### src/rtl/bdda_pkg.sv
// Shared types, constants and calendar helpers for the business-day date adder.
// No dependencies; imported by every module of the block.
`default_nettype none

package bdda_pkg;

	// Result status codes
	typedef enum logic [1:0] {
		ST_OK          = 2'd0,
		ST_BAD_DATE    = 2'd1,
		ST_ALL_WEEKEND = 2'd2,
		ST_YEAR_OVF    = 2'd3
	} status_t;

	// Back-end sequencer states
	typedef enum logic [1:0] {
		WK_IDLE,
		WK_STEP,
		WK_DONE
	} walk_state_t;

	localparam logic [13:0] YEAR_MAX     = 14'd9999;
	localparam logic [3:0]  MONTH_DEC    = 4'd12;
	localparam logic [3:0]  MONTH_FEB    = 4'd2;
	localparam logic [2:0]  WEEKDAY_LAST = 3'd6;
	localparam logic [6:0]  YMOD_LAST    = 7'd99;

	// One classified job handed from the front end to the walker
	typedef struct packed {
		logic [4:0]  day;
		logic [3:0]  month;
		logic [13:0] year;
		logic [14:0] work_days;
		logic [2:0]  weekday;
		logic [6:0]  year_mod100;
		logic [1:0]  cent_mod4;
		status_t     status;
	} job_t;

	// Gregorian leap rule from the year's residues
	function automatic logic is_leap(input logic [1:0] y_mod4, input logic [6:0] y_mod100,
			input logic [1:0] cent_mod4);
		if (y_mod100 != 7'd0)
			return (y_mod4 == 2'd0);
		return (cent_mod4 == 2'd0);
	endfunction

	// Days in month; zero for a month code outside 1..12
	function automatic logic [4:0] month_len(input logic [3:0] m, input logic leap);
		logic [4:0] len;
		case (m) inside
			MONTH_FEB:                   len = leap ? 5'd29 : 5'd28;
			4'd4, 4'd6, 4'd9, 4'd11:     len = 5'd30;
			4'd1, 4'd3, 4'd5, 4'd7,
			4'd8, 4'd10, MONTH_DEC:      len = 5'd31;
			default:                     len = 5'd0;
		endcase
		return len;
	endfunction

endpackage

`default_nettype wire

### src/rtl/bdda_front.sv
// Front end: takes a request, checks the start date and finds its weekday.
// Three register stages; depends on bdda_pkg.
`default_nettype none

module bdda_front import bdda_pkg::*; (
	input  wire logic        clk,
	input  wire logic        arst_n,
	input  wire logic        start,
	input  wire logic [4:0]  start_day,
	input  wire logic [3:0]  start_month,
	input  wire logic [13:0] start_year,
	input  wire logic [14:0] work_days,
	input  wire logic [6:0]  weekend_mask,
	input  wire logic        q_full,
	output logic             busy,
	output logic             push,
	output job_t             push_job
);

	// (31 * mm) / 12 term of the weekday formula, indexed by month
	function automatic logic [4:0] month_term(input logic [3:0] m);
		logic [4:0] t;
		case (m)
			4'd1:    t = 5'd28;
			4'd2:    t = 5'd31;
			4'd3:    t = 5'd2;
			4'd4:    t = 5'd5;
			4'd5:    t = 5'd7;
			4'd6:    t = 5'd10;
			4'd7:    t = 5'd12;
			4'd8:    t = 5'd15;
			4'd9:    t = 5'd18;
			4'd10:   t = 5'd20;
			4'd11:   t = 5'd23;
			4'd12:   t = 5'd25;
			default: t = 5'd0;
		endcase
		return t;
	endfunction

	// x mod 7 by folding 3-bit digits (8 = 1 mod 7)
	function automatic logic [2:0] mod7(input logic [14:0] x);
		logic [5:0] f1;
		logic [3:0] f2;
		f1 = 6'(x[2:0]) + 6'(x[5:3]) + 6'(x[8:6]) + 6'(x[11:9]) + 6'(x[14:12]);
		f2 = 4'(f1[5:3]) + 4'(f1[2:0]);
		if (f2 >= 4'd7)
			f2 = f2 - 4'd7;
		return f2[2:0];
	endfunction

	logic        accept;
	logic        v_s1, v_s2, v_s3;
	logic [4:0]  d_s1, d_s2, d_s3;
	logic [3:0]  m_s1, m_s2, m_s3;
	logic [13:0] y_s1, y_s2, y_s3;
	logic [14:0] n_s1, n_s2, n_s3;
	logic [7:0]  cent_s2;
	logic [6:0]  rem_s2, rem_s3;
	logic [1:0]  cent4_s3;
	status_t     status_s3;
	logic [14:0] sum_s3;

	logic [26:0] cent_prod;
	logic [7:0]  cent;
	logic [13:0] rem_full;
	logic        leap;
	logic [4:0]  mlen;
	logic        date_ok;
	logic        all_weekend;
	status_t     status_c;
	logic        early;
	logic [13:0] yy;
	logic [7:0]  qq;
	logic [14:0] wd_sum;

	// One item in the front at a time; the queue always has room for it
	assign busy   = v_s1 | v_s2 | v_s3 | q_full;
	assign accept = start & ~busy;

	// Stage 1 -> 2: century and year-in-century by reciprocal multiply
	always_comb begin
		cent_prod = 27'(y_s1) * 27'd5243;
		cent      = cent_prod[26:19];
		rem_full  = y_s1 - 14'(15'(cent) * 15'd100);
	end

	// Stage 2 -> 3: validity, classification and weekday sum
	always_comb begin
		leap        = is_leap(y_s2[1:0], rem_s2, cent_s2[1:0]);
		mlen        = month_len(m_s2, leap);
		date_ok     = (m_s2 >= 4'd1) && (m_s2 <= MONTH_DEC) && (y_s2 >= 14'd1) &&
		              (y_s2 <= YEAR_MAX) && (d_s2 >= 5'd1) && (d_s2 <= mlen);
		all_weekend = (&weekend_mask) && (n_s2 != 15'd0);
		if (!date_ok)
			status_c = ST_BAD_DATE;
		else if (all_weekend)
			status_c = ST_ALL_WEEKEND;
		else
			status_c = ST_OK;
		early  = (m_s2 <= MONTH_FEB);
		yy     = y_s2 - 14'(early);
		qq     = (early && rem_s2 == 7'd0) ? cent_s2 - 8'd1 : cent_s2;
		wd_sum = 15'(d_s2) + 15'(yy) + 15'(yy[13:2]) - 15'(qq) + 15'(qq[7:2])
		         + 15'(month_term(m_s2));
	end

	// Stage valid bits
	always_ff @(posedge clk or negedge arst_n) begin
		if (!arst_n) begin
			v_s1 <= 1'b0;
			v_s2 <= 1'b0;
			v_s3 <= 1'b0;
		end else begin
			v_s1 <= accept;
			v_s2 <= v_s1;
			v_s3 <= v_s2;
		end
	end

	// Stage payload
	always_ff @(posedge clk) begin
		if (accept) begin
			d_s1 <= start_day;
			m_s1 <= start_month;
			y_s1 <= start_year;
			n_s1 <= work_days;
		end
		if (v_s1) begin
			d_s2    <= d_s1;
			m_s2    <= m_s1;
			y_s2    <= y_s1;
			n_s2    <= n_s1;
			cent_s2 <= cent;
			rem_s2  <= rem_full[6:0];
		end
		if (v_s2) begin
			d_s3      <= d_s2;
			m_s3      <= m_s2;
			y_s3      <= y_s2;
			n_s3      <= n_s2;
			rem_s3    <= rem_s2;
			cent4_s3  <= cent_s2[1:0];
			status_s3 <= status_c;
			sum_s3    <= wd_sum;
		end
	end

	// Stage 3: weekday and transfer into the queue
	always_comb begin
		push                 = v_s3;
		push_job.day         = d_s3;
		push_job.month       = m_s3;
		push_job.year        = y_s3;
		push_job.work_days   = n_s3;
		push_job.weekday     = mod7(sum_s3);
		push_job.year_mod100 = rem_s3;
		push_job.cent_mod4   = cent4_s3;
		push_job.status      = status_s3;
	end

endmodule

`default_nettype wire

### src/rtl/bdda_queue.sv
// Short job queue between the front end and the walker.
// Depends on bdda_pkg for the job type.
`default_nettype none

module bdda_queue import bdda_pkg::*; #(
	parameter int DEPTH = 2
) (
	input  wire logic clk,
	input  wire logic arst_n,
	input  wire logic push,
	input  job_t      push_job,
	input  wire logic pop,
	output job_t      head,
	output logic      empty,
	output logic      full
);

	localparam int PTR_W = (DEPTH > 1) ? $clog2(DEPTH) : 1;
	localparam int CNT_W = $clog2(DEPTH + 1);

	job_t             mem_q [DEPTH];
	logic [PTR_W-1:0] wr_ptr_q, rd_ptr_q;
	logic [CNT_W-1:0] cnt_q;

	assign empty = (cnt_q == CNT_W'(0));
	assign full  = (cnt_q == CNT_W'(DEPTH));
	assign head  = mem_q[rd_ptr_q];

	// Pointers and fill count
	always_ff @(posedge clk or negedge arst_n) begin
		if (!arst_n) begin
			wr_ptr_q <= '0;
			rd_ptr_q <= '0;
			cnt_q    <= '0;
		end else begin
			if (push)
				wr_ptr_q <= (wr_ptr_q == PTR_W'(DEPTH - 1)) ? '0 : wr_ptr_q + PTR_W'(1);
			if (pop)
				rd_ptr_q <= (rd_ptr_q == PTR_W'(DEPTH - 1)) ? '0 : rd_ptr_q + PTR_W'(1);
			if (push && !pop)
				cnt_q <= cnt_q + CNT_W'(1);
			else if (pop && !push)
				cnt_q <= cnt_q - CNT_W'(1);
		end
	end

	// Entry storage
	always_ff @(posedge clk) begin
		if (push)
			mem_q[wr_ptr_q] <= push_job;
	end

	a_no_overflow: assert property (@(posedge clk) disable iff (!arst_n) push |-> !full)
		else $error("queue transfer while full");
	a_no_underflow: assert property (@(posedge clk) disable iff (!arst_n) pop |-> !empty)
		else $error("queue pop while empty");

endmodule

`default_nettype wire

### src/rtl/bdda_walker.sv
// Back end: walks the calendar one day per cycle and counts working days.
// Depends on bdda_pkg.
`default_nettype none

module bdda_walker import bdda_pkg::*; (
	input  wire logic        clk,
	input  wire logic        arst_n,
	input  wire logic [6:0]  weekend_mask,
	input  wire logic        q_empty,
	input  job_t             head,
	output logic             pop,
	output logic             done,
	output logic [4:0]       end_day,
	output logic [3:0]       end_month,
	output logic [13:0]      end_year,
	output logic [2:0]       end_weekday,
	output logic [1:0]       status
);

	walk_state_t state_q, state_d;
	logic [4:0]  d_q;
	logic [3:0]  m_q;
	logic [13:0] y_q;
	logic [2:0]  wd_q;
	logic [14:0] n_q, cnt_q;
	logic [6:0]  ymod_q;
	logic [1:0]  cent4_q;
	status_t     status_q;

	logic        step_en;
	logic        count_done;
	logic        leap;
	logic [4:0]  mlen;
	logic        month_end, year_end, overflow;
	logic        working;

	// Day-step decode
	always_comb begin
		count_done = (cnt_q == n_q);
		leap       = is_leap(y_q[1:0], ymod_q, cent4_q);
		mlen       = month_len(m_q, leap);
		month_end  = (d_q == mlen);
		year_end   = (m_q == MONTH_DEC);
		overflow   = month_end && year_end && (y_q == YEAR_MAX);
		working    = ~weekend_mask[wd_q];
	end

	// Next state
	always_comb begin
		state_d = state_q;
		unique case (state_q)
			WK_IDLE: begin
				if (!q_empty)
					state_d = (head.status != ST_OK) ? WK_DONE : WK_STEP;
			end
			WK_STEP: begin
				if (count_done || overflow)
					state_d = WK_DONE;
			end
			WK_DONE: state_d = WK_IDLE;
			default: state_d = WK_IDLE;
		endcase
	end

	// State outputs
	always_comb begin
		pop     = 1'b0;
		done    = 1'b0;
		step_en = 1'b0;
		unique case (state_q)
			WK_IDLE: pop     = ~q_empty;
			WK_STEP: step_en = ~count_done;
			WK_DONE: done    = 1'b1;
			default: ;
		endcase
	end

	always_ff @(posedge clk or negedge arst_n) begin
		if (!arst_n)
			state_q <= WK_IDLE;
		else
			state_q <= state_d;
	end

	// Date, weekday and count registers
	always_ff @(posedge clk) begin
		if (pop) begin
			d_q      <= head.day;
			m_q      <= head.month;
			y_q      <= head.year;
			wd_q     <= head.weekday;
			n_q      <= head.work_days;
			cnt_q    <= '0;
			ymod_q   <= head.year_mod100;
			cent4_q  <= head.cent_mod4;
			status_q <= head.status;
		end else if (step_en) begin
			cnt_q <= cnt_q + 15'(working);
			wd_q  <= (wd_q == WEEKDAY_LAST) ? 3'd0 : wd_q + 3'd1;
			if (overflow) begin
				status_q <= ST_YEAR_OVF;
			end else if (month_end) begin
				d_q <= 5'd1;
				if (year_end) begin
					m_q     <= 4'd1;
					y_q     <= y_q + 14'd1;
					ymod_q  <= (ymod_q == YMOD_LAST) ? 7'd0 : ymod_q + 7'd1;
					cent4_q <= cent4_q + 2'(ymod_q == YMOD_LAST);
				end else begin
					m_q <= m_q + 4'd1;
				end
			end else begin
				d_q <= d_q + 5'd1;
			end
		end
	end

	// Result ports; date fields read zero on any error
	always_comb begin
		end_day     = '0;
		end_month   = '0;
		end_year    = '0;
		end_weekday = '0;
		status      = ST_OK;
		if (done) begin
			status = status_q;
			if (status_q == ST_OK) begin
				end_day     = d_q;
				end_month   = m_q;
				end_year    = y_q;
				end_weekday = wd_q;
			end
		end
	end

	a_done_single: assert property (@(posedge clk) disable iff (!arst_n) done |=> !done)
		else $error("result strobe held longer than one cycle");
	a_count_bound: assert property (@(posedge clk) disable iff (!arst_n)
		(state_q == WK_STEP) |-> (cnt_q <= n_q))
		else $error("working-day count ran past the request");
	a_pop_leaves_idle: assert property (@(posedge clk) disable iff (!arst_n)
		pop |=> (state_q != WK_IDLE))
		else $error("job taken from queue but walker stayed idle");
	a_weekday_range: assert property (@(posedge clk) disable iff (!arst_n)
		(state_q == WK_STEP) |-> (wd_q <= WEEKDAY_LAST))
		else $error("weekday out of range during walk");

endmodule

`default_nettype wire

### src/rtl/business_day_date_adder_unit.sv
// Top level of the business-day date adder: config register, front end, queue, walker.
// Depends on bdda_pkg, bdda_front, bdda_queue and bdda_walker.
// Flow: the front stages, a load from the queue, the day-by-day walk and the result strobe, in
//   that order; a year overflow ends the walk, and an error skips the walk and goes to the strobe.
// Throughput is set by the walker, which steps one day per cycle; the front end holds one request
//   at a time but can take a new one while the walker works, if the queue has room. The receiver cannot stall.
// Reset clears all control state and sets weekend_mask to 96 (Friday and Saturday).
`default_nettype none

module business_day_date_adder_unit import bdda_pkg::*; #(
	parameter int QUEUE_DEPTH = 2
) (
	input  wire logic        clk,
	input  wire logic        arst_n,
	// request
	input  wire logic        start,
	output logic             busy,
	input  wire logic [4:0]  start_day,
	input  wire logic [3:0]  start_month,
	input  wire logic [13:0] start_year,
	input  wire logic [14:0] work_days,
	// result
	output logic             done,
	output logic [4:0]       end_day,
	output logic [3:0]       end_month,
	output logic [13:0]      end_year,
	output logic [2:0]       end_weekday,
	output logic [1:0]       status,
	// configuration
	input  wire logic        psel,
	input  wire logic        penable,
	input  wire logic        pwrite,
	input  wire logic [2:0]  paddr,
	input  wire logic [31:0] pwdata,
	output logic [31:0]      prdata,
	output logic             pready
);

	logic [6:0] weekend_mask_q;
	logic       cfg_wr;
	logic       q_push, q_pop, q_empty, q_full;
	job_t       q_in, q_head;

	// Configuration register at byte address 0
	assign pready = 1'b1;
	assign cfg_wr = psel & penable & pwrite & pready & (paddr[2] == 1'b0);
	assign prdata = (paddr[2] == 1'b0) ? {25'd0, weekend_mask_q} : 32'd0;

	always_ff @(posedge clk or negedge arst_n) begin
		if (!arst_n)
			weekend_mask_q <= 7'd96;
		else if (cfg_wr)
			weekend_mask_q <= pwdata[6:0];
	end

	bdda_front u_front (
		.clk          (clk),
		.arst_n       (arst_n),
		.start        (start),
		.start_day    (start_day),
		.start_month  (start_month),
		.start_year   (start_year),
		.work_days    (work_days),
		.weekend_mask (weekend_mask_q),
		.q_full       (q_full),
		.busy         (busy),
		.push         (q_push),
		.push_job     (q_in)
	);

	bdda_queue #(
		.DEPTH (QUEUE_DEPTH)
	) u_queue (
		.clk      (clk),
		.arst_n   (arst_n),
		.push     (q_push),
		.push_job (q_in),
		.pop      (q_pop),
		.head     (q_head),
		.empty    (q_empty),
		.full     (q_full)
	);

	bdda_walker u_walker (
		.clk          (clk),
		.arst_n       (arst_n),
		.weekend_mask (weekend_mask_q),
		.q_empty      (q_empty),
		.head         (q_head),
		.pop          (q_pop),
		.done         (done),
		.end_day      (end_day),
		.end_month    (end_month),
		.end_year     (end_year),
		.end_weekday  (end_weekday),
		.status       (status)
	);

	a_mask_stable_busy: assert property (@(posedge clk) disable iff (!arst_n)
		(done && !$past(cfg_wr)) |-> $stable(weekend_mask_q))
		else $error("weekend mask changed as a result was delivered");

endmodule

`default_nettype wire
### config.mk
export PLATFORM = sky130hd
export DESIGN_NAME = business_day_date_adder_unit
export DESIGN_NICKNAME = d
export VERILOG_FILES = /design/src/rtl/bdda_pkg.sv /design/src/rtl/bdda_front.sv /design/src/rtl/bdda_queue.sv /design/src/rtl/bdda_walker.sv /design/src/rtl/business_day_date_adder_unit.sv
export SDC_FILE = /design/constraint.sdc
export NUM_CORES = 1
export LEC_CHECK = 0
export ABC_AREA = 1
export BUFFER_PORTS_ARGS = -buffer_cell sky130_fd_sc_hd__buf_2
export CORE_MARGIN = 5
export CORE_UTILIZATION = 40
export DETAILED_ROUTE_END_ITERATION = 8
export PLACE_DENSITY = 0.66
export RECOVER_POWER = 25
export SYNTH_ARGS = -nofsm -noshare
export SYNTH_HDL_FRONTEND = slang
export SYNTH_SLANG_ARGS = --single-unit
### constraint.sdc
create_clock -name clk -period 8.52 [get_ports clk]
set_clock_uncertainty 0.15 [all_clocks]
set_input_delay 1.278 -clock clk [delete_from_list [all_inputs] [get_ports clk]]
set_output_delay 1.278 -clock clk [all_outputs]
set_load 0.005 [all_outputs]
==> results.yml <==
floorplanning:
  rows: 81
  core_area_um2: 48850
  die_h_um: 231.9
  dieArea_um2: 53800
  die_x_um: 231.9
  ios: 142
  initial_core_util_pct: 40.34
synth:
  synth-edff-count: 303
  ys_ff_latch: 339
  synth_common_cells: "313 x nand2_1, 303 x edfxtp_1, 296 x inv_1"
  yosysWarnings: 0
  yosys.area.top_type: "edfxtp_1"
  ys.flop_type: "edfxtp_1"
  synth_top_cell_area_share_pct: 46.18
  synth-async-reset-ratio_pct: 4.720
  syn_area_um2: 19700
  synthDistinctLibCells: 53
  syn_inst: 1805
  synth_seq_area_share_pct: 50.25
  synthTopCellsByArea: "edfxtp_1 46%, ha_1 11%, fa_1 9.8%, nand2_1 6.0%, inv_1 5.6%"
  synth_most_common_cell: "nand2_1"
  syn_area_per_cell_um2: 10.92
worst_setup_path:
  crit_path_end_kind: "flop"
  slowest_delay_ps: 710
  critPathArrivalTime_ps: 6640
  cp.required_ps: 8650
  start_kind: "flop"
  reg2reg_depth: 29
  cpMostUsedCell: "nand2_1"
  rrSetupSlack_ps: 2000
  worst_r2r_startpoint: "u_front.y_s1[4]"
  cpMaxStageDelayCell: "edfxtp_1"
  path_max_fanout: 7
  timing.rr.end: "u_front.rem_s2[6]"
  critical_path_class: "flop to flop"
place:
  gp_congestion: 0.8833
  place_ws_ps: 2004
  dp_hpwl_mm: 29.25
  io_buffers: 88
  placed_area_um2: 20830
finish:
  final_area_um2: 21890
  fillers: 4545
  drive_gt1_share_pct: 9.571
  area_delta_synth_final_pct: 11.10
  num_antenna_cells: 0
  postLayoutCoreUtil_pct: 44.81
  nets: 2255
sta:
  fmax_mhz: 153.5
  relSlewSlack_pct: 27.11
  finalWorstSetupSlack_ps: 2003
  hold_violations: 0
  drv_slew: 0
  max_slew.worst_pin.slew_ps: 1091
  rsz0062_at_grt: "no"
  finalSetupViolCount: 0
  tns_ps: 0
  min_period_ps: 6517
  fin_crit_sh_pct: 76.48
hold_path:
  min_path_type: "flop to flop"
  holdPathEnd: "u_front.n_s2[2]"
  holdPathStages: 0
  hp-start: "u_front.n_s1[2]"
clocking:
  htreeDepth: 2
  numCtsBuffers: 35
  clkTransAtPathRegs_ps: 70
  clock_latency_ps: 530
  cts_tree: "done"
  cts_root_buffer: "clkbuf_16"
  cts_hold_buffers: 0
  cts-resized-gates: 0
  postCtsSetupBuffers: 0
  cts.sinks: 339
  cts_buffer_depth: 3
status:
  status: "complete, no violations"
global_route:
  grt_pass1_vias: 12221
  antenna_found_initial: 0
  grt_usage_pct: 14.50
  grt-ovfl-total: 0
  grt_max_degree: 64
  grt_pass1_wl_mm: 63.35
detailed_routing:
  num_vias: 12429
  ant_nets: 0
  routed_wl_mm: 39.18
  viasPerCell: 4.786
  first_pass_iters: 5
  drc_errors: 0
  wl_per_cell_um: 15.08
  drt_iter0_markers: 902
job:
  drv_cap: 0
metrics by stage:
stage	hold WS, ps	std cells
5_1_grt	281.0	2597
3_3_place_gp	255.7	2535
6_report	269.4	2597
2_1_floorplan	250.3	1829
4_1_cts	270.0	2597
3_5_place_dp	254.5	2535
worst max-delay path by stage:
stage / startpoint / cells past startpoint / end
3_5_place_dp: u_front.y_s1[11] / 29 / u_front.rem_s2[6]
3_3_place_gp: u_front.y_s1[11] / 29 / u_front.rem_s2[6]
4_1_cts: u_front.y_s1[3] / 29 / u_front.rem_s2[6]
5_1_grt: u_front.y_s1[11] / 29 / u_front.rem_s2[6]
6_report: u_front.y_s1[4] / 29 / u_front.rem_s2[6]
2_1_floorplan: u_front.y_s1[11] / 29 / u_front.rem_s2[6]
critical path: cells and delay by family, from the launching register on:
| family | cells | cell delay [ps] |
|---|---|---|
| xor gates and xnor gates | 2 | 360 |
| AOI/OAI and AO/OA | 3 | 650 |
| adders and majority gates | 8 | 3220 |
| buffers and inverters | 6 | 460 |
| and+or+nand+nor | 10 | 680 |
| DFF | 1 | 710 |
cell type report:
| class | instances | area, µm² | share of cell area [%] |
|---|---|---|---|
| multi-input cells | 1136 | 8466 | 38.67 |
| repair buffers | 96 | 500.5 | 2.286 |
| flip-flops and latches | 339 | 9905 | 45.24 |
| clock buffers | 45 | 923.4 | 4.218 |
| inverters | 300 | 1126 | 5.144 |
| well taps | 664 | 830.8 | 3.795 |
| clock inverters | 17 | 140.1 | 0.6401 |
sequential cells by signal, indices dropped and copies added, names as in the netlist, 7 cells and up, named ones only:
signal / flops
u_front.n_s1: 15
weekend_mask_q: 7
u_front.sum_s3: 15
u_front.rem_s2: 7
u_front.n_s3: 15
u_walker.y_q: 14
u_queue.mem_q: 100
u_front.y_s3: 12
u_front.cent_s2: 8
u_front.y_s1: 14
u_walker.n_q: 15
u_walker.ymod_q: 7
u_front.rem_s3: 7
u_front.y_s2: 12
u_front.n_s2: 15
u_walker.cnt_q: 15
placed cells by master, fill, tap and decap left out, types with 3 or more instances in the layout:
master / instances
buf_2: 88
o21ai_0: 54
conb_1: 26
a21o_1: 8
dfrtp_1: 12
xor2_1: 63
nand4_1: 13
a31oi_1: 6
nor2_4: 3
nor3_1: 42
o21ai_1: 9
a21oi_1: 77
o211ai_1: 7
nand3_1: 52
ha_1: 172
nor4_1: 15
o21ai_2: 3
nor2_1: 101
inv_1: 295
o21bai_1: 3
a31o_2: 4
clkinv_2: 4
clkbuf_1: 9
clkinv_1: 5
nor3_2: 4
dfxtp_1: 20
buf_4: 8
clkbuf_16: 35
nand2_1: 313
or2_2: 9
nand2_2: 3
a211oi_1: 3
edfxtp_1: 303
inv_2: 5
xnor2_1: 26
fa_1: 96
inv_6: 4
layer usage:
layer / vias up / GRT usage [%] / share of wire (%) / routed length, µm
met5: - / 0 / 0 / 0
met2: 258 / 22.75 / 45 / 17650
li1: 6164 / - / - / -
met4: 0 / 2.917 / 1.7 / 670
met1: 5949 / 21.54 / 48 / 18890
met3: 58 / 2.311 / 5.0 / 1963
cell families after synthesis:
kind of cell / count (synthesis) / share of synthesized area, %
AO/OA/AOI/OAI: 191 / 5.575
XOR/XNOR: 89 / 3.956
adder cells (fa/ha/maj): 268 / 20.68
buffers and inverters: 354 / 7.353
flip-flops: 339 / 50.25
multiplexers: 2 / 0.1079
other: 2 / 0.03811
AND/OR/NAND/NOR: 560 / 12.04
Power is left out: the tool's default activity adds up to more than one toggle a clock period on the data nets, which glitch-free logic cannot reach.
